## src/rtl/sacf_pkg.sv

```systemverilog
// ---------------------------------------------------------------------------
// sacf_pkg
// Shared types and constants of the sum and add-check frame encoder.
// ---------------------------------------------------------------------------
package sacf_pkg;

    // input command codes
    localparam logic CMD_START   = 1'b0;
    localparam logic CMD_PAYLOAD = 1'b1;

    // frame constants
    localparam logic [7:0] HEADER_BYTE    = 8'hAA;
    localparam logic [7:0] TARGET_RESET   = 8'hFF;
    localparam int         MAX_PAYLOAD_DEF = 28;

    // job queue depth, a power of two
    localparam int QUEUE_DEPTH = 2;

    // one job handed from front to back
    typedef struct packed {
        logic       is_start;   // header job, else one payload byte
        logic       close;      // emit both checks after this job
        logic [7:0] data;       // function code on start, payload byte otherwise
        logic [7:0] len;        // payload length, used on start
    } job_t;

endpackage

```

## src/rtl/sacf_front.sv

```systemverilog
// ---------------------------------------------------------------------------
// sacf_front
// Accepts commands, tracks the open frame and turns items into back-end jobs.
// ---------------------------------------------------------------------------
module sacf_front #(
    parameter int MAX_PAYLOAD = sacf_pkg::MAX_PAYLOAD_DEF
) (
    input  logic              clk,
    input  logic              rst_n,
    input  logic              in_valid,
    output logic              in_ready,
    input  logic              command,
    input  logic [7:0]        function_code,
    input  logic [7:0]        payload_length,
    input  logic [7:0]        payload_byte,
    input  logic              q_full,
    output logic              push_valid,
    output sacf_pkg::job_t    push_job
);

    localparam int RW = $clog2(MAX_PAYLOAD + 1);
    localparam logic [7:0] MAX_LEN = 8'(MAX_PAYLOAD);

    logic          open_reg, open_next;
    logic [RW-1:0] remain_reg, remain_next;
    logic          accept;
    logic          len_ok;
    logic          last_byte;

    assign in_ready  = !q_full;
    assign accept    = in_valid && in_ready;
    assign len_ok    = payload_length <= MAX_LEN;
    assign last_byte = remain_reg == RW'(1);

    // classify the item and update frame tracking
    always_comb
    begin
        open_next     = open_reg;
        remain_next   = remain_reg;
        push_valid    = 1'b0;
        push_job      = '0;
        if (accept)
        begin
            if (command == sacf_pkg::CMD_START)
            begin
                if (len_ok)
                begin
                    push_valid        = 1'b1;
                    push_job.is_start = 1'b1;
                    push_job.close    = payload_length == 8'd0;
                    push_job.data     = function_code;
                    push_job.len      = payload_length;
                    open_next         = payload_length != 8'd0;
                    remain_next       = payload_length[RW-1:0];
                end
            end
            else if (open_reg)
            begin
                push_valid        = 1'b1;
                push_job.is_start = 1'b0;
                push_job.close    = last_byte;
                push_job.data     = payload_byte;
                push_job.len      = payload_length;
                remain_next       = remain_reg - RW'(1);
                open_next         = !last_byte;
            end
        end
    end

    // frame state registers
    always_ff @(posedge clk or negedge rst_n)
    begin
        if (!rst_n)
        begin
            open_reg   <= 1'b0;
            remain_reg <= '0;
        end
        else
        begin
            open_reg   <= open_next;
            remain_reg <= remain_next;
        end
    end

endmodule

```

## src/rtl/sacf_queue.sv

```systemverilog
// ---------------------------------------------------------------------------
// sacf_queue
// Small job queue that lets front and back stall on their own.
// ---------------------------------------------------------------------------
module sacf_queue (
    input  logic              clk,
    input  logic              rst_n,
    input  logic              push_valid,
    input  sacf_pkg::job_t    push_job,
    output logic              q_full,
    output logic              q_valid,
    output sacf_pkg::job_t    q_head,
    input  logic              pop,
    output logic [$clog2(sacf_pkg::QUEUE_DEPTH+1)-1:0] q_count
);

    localparam int DEPTH = sacf_pkg::QUEUE_DEPTH;
    localparam int PW    = $clog2(DEPTH);
    localparam int CW    = $clog2(DEPTH + 1);

    sacf_pkg::job_t    entry_reg [DEPTH];
    logic [PW-1:0]     wr_ptr_reg, wr_ptr_next;
    logic [PW-1:0]     rd_ptr_reg, rd_ptr_next;
    logic [CW-1:0]     count_reg, count_next;
    logic              do_push, do_pop;

    assign q_full  = count_reg == CW'(DEPTH);
    assign q_valid = count_reg != '0;
    assign q_head  = entry_reg[rd_ptr_reg];
    assign q_count = count_reg;
    assign do_push = push_valid && !q_full;
    assign do_pop  = pop && q_valid;

    // pointer and count update
    always_comb
    begin
        wr_ptr_next = do_push ? wr_ptr_reg + PW'(1) : wr_ptr_reg;
        rd_ptr_next = do_pop  ? rd_ptr_reg + PW'(1) : rd_ptr_reg;
        count_next  = count_reg;
        if (do_push && !do_pop)
            count_next = count_reg + CW'(1);
        else if (do_pop && !do_push)
            count_next = count_reg - CW'(1);
    end

    always_ff @(posedge clk or negedge rst_n)
    begin
        if (!rst_n)
        begin
            wr_ptr_reg <= '0;
            rd_ptr_reg <= '0;
            count_reg  <= '0;
        end
        else
        begin
            wr_ptr_reg <= wr_ptr_next;
            rd_ptr_reg <= rd_ptr_next;
            count_reg  <= count_next;
        end
    end

    // job storage
    always_ff @(posedge clk)
    begin
        if (do_push)
            entry_reg[wr_ptr_reg] <= push_job;
    end

endmodule

```

## src/rtl/sacf_back.sv

```systemverilog
// ---------------------------------------------------------------------------
// sacf_back
// Serializes jobs into frame bytes and accumulates the sum and add checks.
// ---------------------------------------------------------------------------
module sacf_back (
    input  logic              clk,
    input  logic              rst_n,
    input  logic [7:0]        target_address,
    input  logic              q_valid,
    input  sacf_pkg::job_t    q_head,
    output logic              pop,
    output logic              mid_job,
    output logic              out_valid,
    input  logic              out_ready,
    output logic [7:0]        tx_byte,
    output logic              frame_end
);

    typedef enum logic [5:0] {
        S_BEGIN = 6'b000001,
        S_ADDR  = 6'b000010,
        S_FUNC  = 6'b000100,
        S_LEN   = 6'b001000,
        S_SUM   = 6'b010000,
        S_ADD   = 6'b100000
    } back_state_t;

    back_state_t state_reg, state_next;
    logic [7:0]  sum_reg, sum_next;
    logic [7:0]  add_reg, add_next;
    logic        out_valid_reg;
    logic [7:0]  tx_byte_reg;
    logic        frame_end_reg;
    logic        fire;
    logic [7:0]  byte_c;
    logic        end_c;
    logic        account;
    logic        restart;
    logic        done;
    logic [7:0]  acc_sum;
    logic [7:0]  acc_add;

    assign fire      = q_valid && (!out_valid_reg || out_ready);
    assign pop       = fire && done;
    assign mid_job   = state_reg != S_BEGIN;
    assign out_valid = out_valid_reg;
    assign tx_byte   = tx_byte_reg;
    assign frame_end = frame_end_reg;

    // pick the byte for the current step
    always_comb
    begin
        state_next = state_reg;
        byte_c     = 8'd0;
        end_c      = 1'b0;
        account    = 1'b0;
        restart    = 1'b0;
        done       = 1'b0;
        case (state_reg)
            S_BEGIN:
            begin
                account = 1'b1;
                if (q_head.is_start)
                begin
                    byte_c     = sacf_pkg::HEADER_BYTE;
                    restart    = 1'b1;
                    state_next = S_ADDR;
                end
                else
                begin
                    byte_c = q_head.data;
                    if (q_head.close)
                        state_next = S_SUM;
                    else
                        done = 1'b1;
                end
            end
            S_ADDR:
            begin
                byte_c     = target_address;
                account    = 1'b1;
                state_next = S_FUNC;
            end
            S_FUNC:
            begin
                byte_c     = q_head.data;
                account    = 1'b1;
                state_next = S_LEN;
            end
            S_LEN:
            begin
                byte_c  = q_head.len;
                account = 1'b1;
                if (q_head.close)
                    state_next = S_SUM;
                else
                begin
                    state_next = S_BEGIN;
                    done       = 1'b1;
                end
            end
            S_SUM:
            begin
                byte_c     = sum_reg;
                state_next = S_ADD;
            end
            S_ADD:
            begin
                byte_c     = add_reg;
                end_c      = 1'b1;
                state_next = S_BEGIN;
                done       = 1'b1;
            end
            default:
            begin
                state_next = S_BEGIN;
            end
        endcase
    end

    // check accumulation
    always_comb
    begin
        acc_sum  = (restart ? 8'd0 : sum_reg) + byte_c;
        acc_add  = (restart ? 8'd0 : add_reg) + acc_sum;
        sum_next = account ? acc_sum : sum_reg;
        add_next = account ? acc_add : add_reg;
    end

    // step state and checks
    always_ff @(posedge clk or negedge rst_n)
    begin
        if (!rst_n)
        begin
            state_reg <= S_BEGIN;
            sum_reg   <= 8'd0;
            add_reg   <= 8'd0;
        end
        else if (fire)
        begin
            state_reg <= state_next;
            sum_reg   <= sum_next;
            add_reg   <= add_next;
        end
    end

    // output register
    always_ff @(posedge clk or negedge rst_n)
    begin
        if (!rst_n)
            out_valid_reg <= 1'b0;
        else if (fire)
            out_valid_reg <= 1'b1;
        else if (out_ready)
            out_valid_reg <= 1'b0;
    end

    always_ff @(posedge clk)
    begin
        if (fire)
        begin
            tx_byte_reg   <= byte_c;
            frame_end_reg <= end_c;
        end
    end

endmodule

```

## src/rtl/sum_add_check_frame_encoder_unit.sv

```systemverilog
// ---------------------------------------------------------------------------
// sum_add_check_frame_encoder_unit
// Telemetry frame encoder: header, payload, sum check and add check bytes.
// ---------------------------------------------------------------------------
//  channel  direction  handshake            payload
//  cfg      in         cfg_valid/cfg_ready  cfg_data (target address)
//  in       in         in_valid/in_ready    command, function_code,
//                                           payload_length, payload_byte
//  out      out        out_valid/out_ready  tx_byte, frame_end
//
//  the back end sends one byte per cycle while not stalled; a payload item
//  gives one byte, one that closes the frame three, a start item four or six
//  items enter at one per cycle while the two-entry job queue has room
//  reset clears frame tracking, checks, queue and the output register;
//  the target address resets to 0xFF
//  a stalled output holds the back end; the queue fills, then in_ready drops
// ---------------------------------------------------------------------------
module sum_add_check_frame_encoder_unit #(
    parameter int MAX_PAYLOAD = sacf_pkg::MAX_PAYLOAD_DEF
) (
    input  logic       clk,
    input  logic       rst_n,
    input  logic       cfg_valid,
    output logic       cfg_ready,
    input  logic [7:0] cfg_data,
    input  logic       in_valid,
    output logic       in_ready,
    input  logic       command,
    input  logic [7:0] function_code,
    input  logic [7:0] payload_length,
    input  logic [7:0] payload_byte,
    output logic       out_valid,
    input  logic       out_ready,
    output logic [7:0] tx_byte,
    output logic       frame_end
);

    localparam int CW = $clog2(sacf_pkg::QUEUE_DEPTH + 1);

    logic [7:0]      target_reg;
    logic            push_valid;
    sacf_pkg::job_t  push_job;
    logic            q_full;
    logic            q_valid;
    sacf_pkg::job_t  q_head;
    logic            pop;
    logic            mid_job;
    logic [CW-1:0]   q_count;

    // target address register
    assign cfg_ready = 1'b1;

    always_ff @(posedge clk or negedge rst_n)
    begin
        if (!rst_n)
            target_reg <= sacf_pkg::TARGET_RESET;
        else if (cfg_valid && cfg_ready)
            target_reg <= cfg_data;
    end

    // command front end
    sacf_front #(
        .MAX_PAYLOAD (MAX_PAYLOAD)
    ) u_front (
        .clk            (clk),
        .rst_n          (rst_n),
        .in_valid       (in_valid),
        .in_ready       (in_ready),
        .command        (command),
        .function_code  (function_code),
        .payload_length (payload_length),
        .payload_byte   (payload_byte),
        .q_full         (q_full),
        .push_valid     (push_valid),
        .push_job       (push_job)
    );

    // job queue
    sacf_queue u_queue (
        .clk        (clk),
        .rst_n      (rst_n),
        .push_valid (push_valid),
        .push_job   (push_job),
        .q_full     (q_full),
        .q_valid    (q_valid),
        .q_head     (q_head),
        .pop        (pop),
        .q_count    (q_count)
    );

    // byte serializer
    sacf_back u_back (
        .clk            (clk),
        .rst_n          (rst_n),
        .target_address (target_reg),
        .q_valid        (q_valid),
        .q_head         (q_head),
        .pop            (pop),
        .mid_job        (mid_job),
        .out_valid      (out_valid),
        .out_ready      (out_ready),
        .tx_byte        (tx_byte),
        .frame_end      (frame_end)
    );

    // a job is never pushed into a full queue
    assert property (@(posedge clk) disable iff (!rst_n) push_valid |-> !q_full)
        else $error("job pushed into full queue");

    // the back end is only part way through a job while that job is queued
    assert property (@(posedge clk) disable iff (!rst_n) mid_job |-> q_valid)
        else $error("back end mid job with empty queue");

    // queue fill stays within its depth
    assert property (@(posedge clk) disable iff (!rst_n)
        q_count <= CW'(sacf_pkg::QUEUE_DEPTH))
        else $error("queue count over depth");

    // a pop always comes with an available output slot
    assert property (@(posedge clk) disable iff (!rst_n)
        pop |-> (!out_valid || out_ready))
        else $error("job popped while output stalled");

endmodule

```

## config.mk

```make
export PLATFORM = sky130hd
export DESIGN_NAME = sum_add_check_frame_encoder_unit
export DESIGN_NICKNAME = d
export VERILOG_FILES = /design/src/rtl/sacf_pkg.sv /design/src/rtl/sacf_front.sv /design/src/rtl/sacf_queue.sv /design/src/rtl/sacf_back.sv /design/src/rtl/sum_add_check_frame_encoder_unit.sv
export SDC_FILE = /design/constraint.sdc
export NUM_CORES = 1
export LEC_CHECK = 0
export ABC_AREA = 1
export BUFFER_PORTS_ARGS = -buffer_cell sky130_fd_sc_hd__buf_2
export CORE_ASPECT_RATIO = 0.6
export CORE_MARGIN = 3
export CORE_UTILIZATION = 54
export CTS_BUF_LIST = sky130_fd_sc_hd__clkbuf_8 sky130_fd_sc_hd__clkbuf_16
export DETAILED_ROUTE_END_ITERATION = 8
export PLACE_DENSITY = 0.82
export SYNTH_ARGS = -nofsm -noshare
export SYNTH_HDL_FRONTEND = slang
export SYNTH_SLANG_ARGS = --single-unit
```

## constraint.sdc

```tcl
create_clock -name clk -period 3.6 [get_ports clk]
set_clock_uncertainty 0.05 [all_clocks]
set_input_delay 0.72 -clock clk [delete_from_list [all_inputs] [get_ports clk]]
set_output_delay 0.72 -clock clk [all_outputs]
set_load 0.05 [all_outputs]
```

==> impl_metrics.py <==
metrics = {
    "status": {
        "outcome": "finished, violations left",
        "failed_checks": "setup timing",
    },
    "sta": {
        "fmax_ghz": 0.251,
        "tns_ns": -1.38,
        "drv_slew": 0,
        "finalWorstSetupSlack_ns": -0.391,
        "setup_viol": 5,
        "max_slew_margin_pct": 31.6,
        "finalCritPeriodShare_pct": 111,
        "rsz0062_at_grt": "true",
        "finalHoldViolCount": 0,
        "tightest_slew_ns": 1.03,
        "final.min_clock_period_ns": 3.99,
    },
    "route": {
        "ant_nets": 0,
        "wl_mm": 17.2,
        "viasPerCell": 6.07,
        "dr.pass1.iters": 7,
        "first_iter_violations": 695,
        "wl_per_cell_um": 21.4,
        "num_vias": 4874,
        "drc": 0,
    },
    "floorplanning": {
        "num_rows": 26,
        "die_width_um": 128,
        "initial_core_util_pct": 56.1,
        "fp.dieH_um": 79.3,
        "io_pins": 50,
        "core_area_um2": 8620,
        "die_area_um2": 10200,
    },
    "placement": {
        "gp_congestion": 0.905,
        "dp_hpwl_mm": 9.43,
        "port_buffers": 48,
    },
    "cts": {
        "hold_buffers": 0,
        "cts_buffer_depth": 2,
        "cts_buffers": 9,
        "clk_pin_slew_ns": 0.06,
        "clk_latency_ns": 0.36,
        "htreeDepth": 3,
        "cts_tree": "done",
        "cts.sinks": 86,
        "cts_root_buffer": "clkbuf_16",
    },
    "finish": {
        "area_delta_synth_final_pct": 38.2,
        "layout-drive-gt1-share_pct": 41.1,
        "antenna_cells": 0,
        "largest_reg_flops": 36,
        "n_fill_cell": 485,
        "final_nets": 743,
    },
    "logic_synthesis": {
        "syn_inst": 540,
        "ys_types": 50,
        "synth_edf_count": 45,
        "synth_area_um2": 4830,
        "ys.flop_type": "edfxtp_1",
        "yosys_warnings": 0,
        "synthArstFlopShare_pct": 47.7,
        "syn_area_per_cell_um2": 8.95,
        "synth_fp_nets": 597,
        "synth-seq-cells": 86,
        "yosysSeqAreaShare_pct": 49.4,
    },
    "worst_setup_path": {
        "worstSetupStartpointType": "flip-flop",
        "cp.required_ns": 3.84,
        "cp.arrival_ns": 4.23,
        "crit_path_end_kind": "flip-flop",
        "worst-setup-path-type": "flip-flop to flip-flop",
        "critPathMaxFanout": 4,
    },
    "global_routing": {
        "grt_usage_pct": 31.2,
        "antenna_found_initial": 0,
        "grt_max_degree": 42,
        "gr-total-overflow": 0,
        "grt_pass1_wl_mm": 23.8,
        "grt_pass1_vias": 4608,
    },
    "job": {
        "cap_violations": 0,
    },
    "worst_hold_path": {
        "hold_path.class": "flip-flop to flip-flop",
    },
}
==> worst paths after layout <==
kind | start | slack, ns | endpoint | cells past startpoint
worst min register to register | u_queue.q_count[0] | 0.46 | u_queue.q_count[0] | 1
worst max-delay path | u_queue.rd_ptr_reg | -0.39 | u_back.add_reg[7] | 23
max in group asynchronous | rst_n | 2.31 | u_queue.rd_ptr_reg | 1
worst min-delay path | u_queue.q_count[0] | 0.46 | u_queue.q_count[0] | 1
worst max register to register | u_queue.rd_ptr_reg | -0.39 | u_back.add_reg[7] | 23
min in group asynchronous | rst_n | 0.49 | u_back.state_reg[4] | 1
==> worst max-delay path, stage by stage, from the launching register on <==
cell	delay, ns
dfrtp_2	0.42
inv_2	0.07
buf_4	0.14
nand2_1	0.07
nand2_1	0.09
o21ai_0	0.30
o221ai_2	0.17
nor3_2	0.21
inv_1	0.13
ha_1	0.36
nand3_4	0.12
nand2_4	0.12
a21oi_2	0.06
o21ai_1	0.17
xor2_1	0.31
ha_1	0.32
nand2_1	0.11
inv_1	0.09
a31oi_4	0.24
buf_6	0.13
nand3_1	0.07
nand3_1	0.07
nand2_1	0.05
nand2_1	0.06
==> final cells by class <==
cell class / count / area [µm²] / area share [%]
inverters: 84 / 328 / 4.91
repair buffers: 146 / 1010 / 15.1
multi-input cells: 359 / 2450 / 36.6
flip-flops and latches: 86 / 2390 / 35.8
clock buffers: 11 / 275 / 4.12
clock inverters: 5 / 85.1 / 1.27
well taps: 112 / 140 / 2.10
==> per-stage QoR <==
step	area [µm²]	instances	utilization (%)	hold slack, ns	worst slack, ns
5_1_grt	6680	803	77.4	0.494	-0.434
6_report	6680	803	77.4	0.464	-0.391
3_3_place_gp	5630	752	65.3	0.421	-0.164
4_1_cts	6350	794	73.6	0.454	-0.0673
2_1_floorplan	4840	540	-	0.374	0.00631
3_5_place_dp	5630	752	65.3	0.441	-0.464
==> logic make-up after synthesis <==
kind of cell	Yosys count	share of synthesized area, %
other cells	1	0.0776
flops	86	49.4
fa+ha+maj	19	5.23
simple gates	220	21.3
mux	2	0.466
xor+xnor	14	2.54
compound gates	103	13.0
buf+inv	95	7.95
==> what timing repair did <==
action | 4_1_cts | 5_1_grt
gates resized for setup | 41 | 55
setup endpoints to repair | 4 | 6
pin swaps | 25 | 23
gates cloned | 0 | 0
setup buffers | 26 | 9
==> cell usage after synthesis (3+ instances only) <==
cell,number,share of area (%)
nand2_1,113,8.8
ha_1,17,4.4
buf_2,4,0.41
a21oi_1,24,2.5
o211ai_1,7,1.1
nand2_2,8,1.0
nor2_2,5,0.65
edfxtp_1,45,28
nor2_1,54,4.2
inv_1,73,5.7
dfrtp_1,32,17
inv_2,7,0.54
nand2_4,3,0.70
nand4_1,3,0.39
o21ai_2,7,1.3
a31oi_1,3,0.39
nand3_2,4,0.83
dfstp_2,9,4.9
o21ai_0,41,4.2
nand3_1,17,1.8
xnor2_1,7,1.3
o21ai_1,3,0.31
o32ai_1,5,0.91
xor2_1,7,1.3
nor2_4,4,0.93
==> layer usage <==
metal  global-route usage (%)  wire length (µm)  up-vias
met5                        0                 0        -
met4                     15.5              1020        0
met3                     9.54              1910      118
met2                     48.2              7670      397
met1                     39.9              6610     2283
li1                         -                 -     2076
==> layout by cell type (no fill, tap or decap), types with 4 or more instances in the layout <==
master     Yosys  layout
o21ai_0       41      34
dfstp_2        9       9
buf_6          1       9
nor2_2         5       4
nor2_4         4       7
xor2_1         7       6
inv_1         73      63
a21oi_1       24      15
nand2_4        3       5
buf_2          4      48
dfrtp_1       32      29
buf_4          2      89
ha_1          17      11
xnor2_1        7       4
inv_2          7      16
nand2_2        8      15
nand2_1      113     103
clkbuf_16      0      11
nand3_4        2       4
nor2_1        54      52
nand3_2        4       6
edfxtp_1      45      45
nand3_1       17      13
o21ai_1        3       7
ha_4           0       4
a21oi_2        1       8
o211ai_1       7       7
o21ai_2        7      10
Power is not shown: default switching activity piles up to over one toggle a cycle in this logic, so the estimate is an artifact.
